`src/rtl/core/bacp_pkg.sv`:
```
// Package with shared constants and types for the clearing price unit.
`timescale 1ns / 1ps
package bacp_pkg;
    localparam int MAX_LEVELS_DEF = 64;
    localparam int PRICE_W = 24;
    localparam int SIZE_W = 20;
    localparam int CSIZE_W = 26;
    localparam logic [PRICE_W-1:0] PRICE_TOP = {PRICE_W{1'b1}};
    localparam logic [PRICE_W-1:0] PRICE_BOT = '0;
    localparam logic [CSIZE_W-1:0] CSIZE_MAX = {CSIZE_W{1'b1}};

    // Front-to-back queue entry: one level, already classified.
    typedef struct packed {
        logic                side;
        logic [PRICE_W-1:0]  price;
        logic [SIZE_W-1:0]   size;
        logic                last;
    } lvl_t;

    typedef enum logic [3:0] {
        ST_LOAD,
        ST_BEST_RD,
        ST_BEST,
        ST_CAND_RD,
        ST_CAND,
        ST_NEXT_RD,
        ST_NEXT,
        ST_SUM_RD,
        ST_SUM,
        ST_EVAL,
        ST_OUT
    } bk_state_t;
endpackage

```
`src/rtl/core/bacp_front.sv`:
```
// Input front: maps market levels to extreme prices and fills a small queue.
`timescale 1ns / 1ps
module bacp_front (
    input  logic            clk,
    input  logic            rst_n,
    input  logic            valid,
    output logic            stall,
    input  logic            side,
    input  logic            is_market,
    input  logic [bacp_pkg::PRICE_W-1:0] level_price,
    input  logic [bacp_pkg::SIZE_W-1:0]  level_size,
    input  logic            last_level,
    output logic            q_valid,
    input  logic            q_pop,
    output bacp_pkg::lvl_t  q_data
);
    import bacp_pkg::*;

    lvl_t q_reg [2];
    logic [1:0] cnt_reg;
    logic       rp_reg, wp_reg;
    logic       push, pop;
    lvl_t       in_lvl;

    always_comb
    begin
        in_lvl.side  = side;
        in_lvl.size  = level_size;
        in_lvl.last  = last_level;
        if (is_market)
        begin
            in_lvl.price = side ? PRICE_BOT : PRICE_TOP;
        end
        else
        begin
            in_lvl.price = level_price;
        end
    end

    assign stall   = cnt_reg == 2'd2;
    assign push    = valid && !stall;
    assign q_valid = cnt_reg != 2'd0;
    assign pop     = q_pop && q_valid;
    assign q_data  = q_reg[rp_reg];

    always_ff @(posedge clk)
    begin
        if (push)
        begin
            q_reg[wp_reg] <= in_lvl;
        end
    end

    always_ff @(posedge clk or negedge rst_n)
    begin
        if (!rst_n)
        begin
            cnt_reg <= '0;
            rp_reg  <= 1'b0;
            wp_reg  <= 1'b0;
        end
        else
        begin
            if (push)
            begin
                wp_reg <= !wp_reg;
            end
            if (pop)
            begin
                rp_reg <= !rp_reg;
            end
            cnt_reg <= cnt_reg + {1'b0, push} - {1'b0, pop};
        end
    end
endmodule

```
`config.mk`:
```
export PLATFORM = sky130hd
export DESIGN_NAME = bacp_front
export DESIGN_NICKNAME = d
export VERILOG_FILES = /design/src/rtl/core/bacp_pkg.sv /design/src/rtl/core/bacp_front.sv
export SDC_FILE = /design/constraint.sdc
export NUM_CORES = 1
export LEC_CHECK = 0
export BUFFER_PORTS_ARGS = -buffer_cell sky130_fd_sc_hd__buf_2
export CELL_PAD_IN_SITES_DETAIL_PLACEMENT = 1
export CELL_PAD_IN_SITES_GLOBAL_PLACEMENT = 1
export CORE_MARGIN = 2
export CORE_UTILIZATION = 27
export CTS_CLUSTER_DIAMETER = 150
export DETAILED_ROUTE_END_ITERATION = 12
export PLACE_DENSITY_LB_ADDON = 0.1
export SLEW_MARGIN = 20
export SYNTH_ARGS = -nofsm -noshare
export SYNTH_HDL_FRONTEND = slang
export SYNTH_SLANG_ARGS = --single-unit
```
`constraint.sdc`:
```
create_clock -name clk -period 4.2 [get_ports clk]
set_clock_uncertainty 0.2 [all_clocks]
set_input_delay 0.84 -clock clk [delete_from_list [all_inputs] [get_ports clk]]
set_output_delay 0.84 -clock clk [all_outputs]
set_load 0.03 [all_outputs]
```
== Word level (Yosys, flattened, before mapping) ==
Memories as Yosys holds them, arrays and structs flattened.
Cells that the tools add are included.

* Add/subtract/negate cells: 2
* Eq/ne operators: 1
* Multiplexer cells: 4
* Reduce and logical (&&, ||, !) cells: 6

{| class="wikitable"
|+ Operators with widths
! operator !! count
|-
| 24-bit two-way mux || 2
|-
| 1-bit logical NOT || 3
|-
| 2-bit by 1-bit adder with 2-bit output || 1
|-
| 2-bit == test (second input constant) || 1
|-
| 1-bit logical AND || 2
|-
| 1-bit two-way mux || 2
|-
| 2-bit nonzero test || 1
|-
| 2-bit by 1-bit subtractor with 2-bit output || 1
|}

* Register bits: 4
* Bits in writable memories: 92
* Logic and storage cells: 17
* Memories: 1

{| class="wikitable"
|+ Memories
! memory !! words !! width !! read ports !! clocked after memory_dff !! write ports !! RTL line !! RTL
|-
| q_reg || 2 || 46 || 1 || 0 || 1 || bacp_front.sv:19 || <nowiki>lvl_t q_reg [2];</nowiki>
|}

== Depth between registers and ports, before layout ==
Gate-level depths: netlist (run 1).

* Word-level depth: 5
* Depth in mapped cells: 7
* Gate-level depth less buffers: 7

== Least setup slack after synthesis (run 1) ==
No wires, ideal clock.

* Path kind: input to register
* Start: input valid
* End: memory q_reg[0][0] (netlist name), enable pin
* Arrival time: 2.866 ns
* Required time: 3.550 ns
* Setup slack: 0.684 ns
* Stages on the path: 2
* Path buffers: 0
* Path through: nand2_1 -> nor2_1

* Word-level cells in the longest chain between the ends: 3

{| class="wikitable"
|+ Ends and longest elaborated chain
! element !! RTL line !! RTL
|-
| start, declared || bacp_front.sv:6 || <nowiki>input logic valid,</nowiki>
|-
| 1-bit logical AND || bacp_front.sv:41 || <nowiki>assign push = valid && !stall;</nowiki>
|-
| 1-bit two-way mux || bacp_front.sv:48 || <nowiki>if (push)</nowiki>
|-
| 1-bit two-way mux (not written as such) || bacp_front.sv:50 || <nowiki>q_reg[wp_reg] <= in_lvl;</nowiki>
|-
| end, declared || bacp_front.sv:19 ||
|}

No other way between the ends.

==> results of run 1 <==
## synthesized netlist by cell type, types with 2 or more instances
master | n | area share
dfrtp_1 | 4 | 0.026
mux2_2 | 16 | 0.046
xnor2_1 | 3 | 0.0068
inv_1 | 26 | 0.025
edfxtp_1 | 92 | 0.71
buf_6 | 4 | 0.012
nand2b_1 | 2 | 0.0032
mux2_4 | 30 | 0.12
ha_1 | 2 | 0.0065
clkbuf_1 | 4 | 0.0039
o21ai_0 | 23 | 0.030
## report_power, final
group | switching (mW) | internal (mW)
sequential | 0.115 | 1.32
clock | 0.325 | 0.394
combinational | 0.821 | 0.528
## layer usage
metal,vias to the layer above,share of wire
met5,-,0
met2,68,0.49
met4,0,0.022
met3,12,0.062
li1,992,-
met1,1005,0.43
## layout by cell type, fill, tap and decap left out
cell	count
and2_4	1
nand2_1	1
clkbuf_1	2
o21ai_1	1
nand2b_1	2
xor2_1	1
clkbuf_16	9
and3_2	1
mux2_4	30
dfrtp_2	1
mux2_2	16
clkinvlp_4	1
o21ai_0	23
ha_1	2
nor2_4	1
clkinv_1	3
or2_1	1
inv_1	26
clkinv_2	1
edfxtp_1	92
buf_12	1
xnor2_1	3
buf_4	4
buf_2	98
dfrtp_1	3
## worst min-delay path by stage
stage,start,endpoint,cells after the start
6_report,rst_n,cnt_reg[0],1
5_1_grt,rst_n,cnt_reg[0],1
4_1_cts,rst_n,cnt_reg[1],1
3_5_place_dp,cnt_reg[1],cnt_reg[1],1
3_3_place_gp,cnt_reg[1],cnt_reg[1],1
2_1_floorplan,cnt_reg[1],cnt_reg[1],1
## critical path: cells and delay by family, from the launching register on
kind | cells | cell delay (ns)
buffers and inverters | 2 | 0.48
DFF | 1 | 0.83
muxes | 1 | 0.36
## cells by family (layout without fill, tap and decap cells)
kind of cell | Yosys count | in the layout | synth area share
DFF | 96 | 96 | 0.738
muxes | 46 | 46 | 0.163
buffers and inverters | 35 | 145 | 0.0419
AOI/OAI and AO/OA | 24 | 24 | 0.0310
and+or+nand+nor | 7 | 7 | 0.0106
xor gates and xnor gates | 4 | 4 | 0.00904
adders and majority gates | 2 | 2 | 0.00645
## cell type report
class	count	area, um^2
clock inverters	5	23.8
inverters	26	97.6
multi-input cells	83	861
fillers	1485	9090
flip-flops and latches	96	2860
clock buffers	11	233
well taps	180	225
repair buffers	103	541
==> results.yml, run 1 <==
drt:
  first_iter_violations: 57
  antenna_left: 0
  wl_per_cell_um: 15.7
  routed_via_density: 4.12
  drt-total-wl_um: 7930
  drcViolationCount: 0
  first_pass_iters: 4
  via_count: 2077
cells_and_area:
  final_core_util: 0.348
  diodes: 0
  drive_gt1_frac: 0.506
  finalNonFillerCells: 504
  largest_reg_flops: 92
  syn2layout_area_growth_pct: 24.9
  finalNetCount: 372
  postLayoutCellArea_mm2: 0.00484
placed_design:
  placedCellCount: 488
  port_buffers: 98
  dp_hpwl_um: 5200
  placed_area_mm2: 0.00459
  pre_cts_slack_ns: 1.41
  gp_congestion: 0.667
timing:
  slew_headroom: 0.395
  fmax_ghz: 0.325
  fin_setup_tns_ns: 0
  maxSlewViolCount: 0
  setup_viol: 0
  worstMarginPinSlew_ns: 0.907
  layout_worst_path_cycle_share: 0.733
  min_period_ns: 3.08
  grt_setup_unrepaired: "false"
  whs_ns: 0.0932
  fin_ws_ns: 1.12
  finalHoldViolCount: 0
cts:
  cts_hold_buffers: 0
  htree_num_levels: 3
  clkTransAtPathRegs_ns: 0.06
  cts_setup_buffers: 0
  clk_latency_ns: 0.34
  cts_root_buf: "clkbuf_16"
  cts_tree: "built"
  cts_buffers: 9
  clock-sinks: 96
  cts.repair.resized: 0
  clockBufferDepth: 2
worst_setup_path:
  rr_startpoint: "cnt_reg[0]"
  cp_slowest_cell: "dfrtp_2"
  crit_chain: "buf_12, mux2_2, buf_2"
  slowest_delay_ns: 0.83
  cp-startpoint: "rp_reg"
  arrival_ns: 2.04
  worst-r2r-cell-count: 4
  endpoint_kind: "output port"
  timing.rr.end: "q_reg[0][7]"
  cp-endpoint: "q_data[4]"
  r2r_setup_slack_ns: 2.21
  critPathKind: "reg -> out"
  cp_max_fo: 24
  worstPathRequired_ns: 3.16
  cp-start-kind: "flop"
global_route:
  use_met3: 0.0256
  met1_usage: 0.132
  use_met2: 0.180
  antenna_found_initial: 0
  grt_pass1_vias: 2170
  grt-busiest-layer: "met2"
  grt-ovfl-total: 0
  grt_pass1_wl_um: 11900
  grt_max_degree: 26
  grt.total_usage: 0.109
job:
  cap_viol_max_count: 0
yosys:
  synth_async_sr_flop_share: 0.0417
  synth-seq-area-share: 0.738
  synth_cell_type_count: 19
  synth_edf_count: 92
  synth_top_flop_cell: "edfxtp_1"
  synth.avg_cell_area_um2: 18.1
  synth-seq-cells: 96
  netlist_instances: 214
  syn_area_mm2: 0.00388
  synth_warnings: 0
  syn-num-nets: 267
pwr:
  p_per_area_mw_per_mm2: 723
  power.total_mw: 3.50
  power.leakage_nw: 1.97
  vdd_drop_max_v: 0.000294
floorplan:
  die_area_mm2: 0.0153
  die_h_um: 124
  coreArea_mm2: 0.0139
  die_w_um: 124
  rows: 43
  start_util: 0.278
  ioPinCount: 99
worst_hold_path:
  hp-class: "in -> async"
status:
  status: "finished, final reports clean"
No activity file was read; power rests on OpenSTA's default activity.
==> run 2: changes to the inputs <==
==> constraint.sdc (replaced) <==
create_clock -name clk -period 2.85 [get_ports clk]
set_clock_uncertainty 0.2 [all_clocks]
set_input_delay 0.57 -clock clk [delete_from_list [all_inputs] [get_ports clk]]
set_output_delay 0.57 -clock clk [all_outputs]
set_load 0.03 [all_outputs]
==> run 2 against run 1 <==
Against the previous run:
- wire length about the same
- critical endpoint unchanged
- utilization grew 0.44 points
- via count is 2.3% higher
- non-clock buffer count is 4 higher
==> results.yml, run 2 (synthesis results as in run 1) <==
cells_and_area:
  final-seq-area_mm2: 0.00286
  most-common-layout-cells: "98 x buf_2, 92 x edfxtp_1, 30 x mux2_4"
  finalNetCount: 376
  syn2layout_area_growth_pct: 26.5
  postLayoutCellArea_mm2: 0.00491
  final_common_cell: "buf_2"
  drive_gt1_frac: 0.512
  diodes: 0
  largest_reg_flops: 92
  multi_input_area_um2: 861
  fill_cells: 1471
worst_setup_path:
  r2r_setup_slack_ns: 0.97
  slowest_delay_ns: 0.38
  cp_max_fo: 18
  worst-r2r-cell-count: 7
  endpoint_kind: "output port"
  arrival_ns: 1.59
  cp-start-kind: "flop"
  critPathBufInv: 2
  cp_top_family: "buffers and inverters"
  rr_startpoint: "cnt_reg[1]"
  cp_slowest_cell: "dfrtp_2"
  crit_chain: "buf_4, mux2_2, buf_2"
  critPathKind: "reg -> out"
  timing.rr.end: "cnt_reg[1]"
  worstPathRequired_ns: 2.08
global_route:
  grt-ovfl-total: 0
  grt_pass1_vias: 2219
  grt_max_degree: 30
  grt_pass1_wl_um: 11800
  antenna_found_initial: 0
  grt.total_usage: 0.108
floorplan:
  die_h_um: 124
  die_w_um: 124
  start_util: 0.278
  die_area_mm2: 0.0153
  coreArea_mm2: 0.0139
  ioPinCount: 99
  rows: 43
cts:
  cts_setup_buffers: 0
  clk_latency_ns: 0.34
  htree_num_levels: 3
  clock-sinks: 96
  clkTransAtPathRegs_ns: 0.06
  cts_tree: "built"
  clockBufferDepth: 2
  cts.repair.resized: 0
  cts_root_buf: "clkbuf_16"
  cts_buffers: 9
drt:
  via_count: 2125
  antenna_left: 0
  wl_per_cell_um: 15.6
  drcViolationCount: 0
  routed_via_density: 4.18
  first_iter_violations: 94
  drt-total-wl_um: 7930
  first_pass_iters: 2
timing:
  setup_viol: 0
  finalHoldViolCount: 0
  fin_setup_tns_ns: 0
  grt_setup_unrepaired: "false"
  worstMarginPinSlew_ns: 0.498
  fmax_ghz: 0.424
  layout_worst_path_cycle_share: 0.827
  slew_headroom: 0.668
  min_period_ns: 2.36
  whs_ns: 0.220
  maxSlewViolCount: 0
pwr:
  p_per_area_mw_per_mm2: 1070
  power.leakage_nw: 2.01
  vdd_drop_max_v: 0.000395
  power.total_mw: 5.24
placed_design:
  port_buffers: 98
  placed_area_mm2: 0.00462
  gp_congestion: 0.655
  dp_hpwl_um: 5050
worst_hold_path:
  hp-class: "in -> reg"
  hold-path-endpoint: "q_reg[0][2]"
  min_from: "level_size[1]"
  hold_depth: 1
status:
  status: "finished, final reports clean"
job:
  cap_viol_max_count: 0
==> run 2: changes by cell type in the layout (fill, tap and decap cells not counted) <==
| cell | before | now |
|---|---|---|
| clkinv_1 | 3 | 0 |
| clkbuf_8 | 0 | 2 |
| clkbuf_1 | 2 | 4 |
| buf_12 | 1 | 2 |
| clkinvlp_4 | 1 | 0 |
| buf_4 | 4 | 6 |
| dlygate4sd3_1 | 0 | 1 |
==> run 2: stage by stage <==
step | setup slack, ns | utilization | cells
2_1_floorplan | 0.368 | - | 214
3_3_place_gp | 0.839 | 0.332 | 491
3_5_place_dp | 0.824 | 0.332 | 491
4_1_cts | 0.439 | 0.352 | 508
5_1_grt | 0.386 | 0.352 | 508
6_report | 0.492 | 0.352 | 508
==> run 2: cell type report <==
| cell class | count | share of cell area |
|---|---|---|
| Clock buffer | 15 | 0.0546 |
| Clock inverter | 1 | 0.00102 |
| Inverter | 26 | 0.0199 |
| Multi-Input combinational cell | 83 | 0.175 |
| Sequential cell | 96 | 0.584 |
| Tap cell | 180 | 0.0459 |
| Timing Repair Buffer | 107 | 0.119 |
==> run 2: metal layers <==
metal,share of wire,up-vias,track usage
li1,-,998,-
met1,0.42,1053,0.121
met2,0.49,68,0.183
met3,0.075,6,0.0508
met4,0.0098,0,0.0341
met5,0,-,0
==> run 2: how the worst max path moves through the flow <==
stage / from / to / slack [ns] / depth (start not counted)
after floorplan: valid / q_reg[0][0] / 0.37 / 2
after global placement: valid / q_reg[1][42] / 0.84 / 3
after detailed placement: rp_reg / q_data[4] / 0.82 / 3
after CTS: rp_reg / q_data[4] / 0.44 / 3
after global routing: rp_reg / q_data[4] / 0.39 / 3
final: rp_reg / q_data[4] / 0.49 / 3
==> run 2: report_power, final <==
group	leakage [nW]	switching (mW)	internal, mW
registers	0.903	0.0870	1.95
clock network	0.134	0.474	0.639
logic	0.970	1.30	0.799
==> run 2: repair_timing <==
item / in CTS / in global routing
endpoints found under the setup margin: 0 / 0
hold endpoints to repair: 4 / 0
hold buffers: 1 / 0
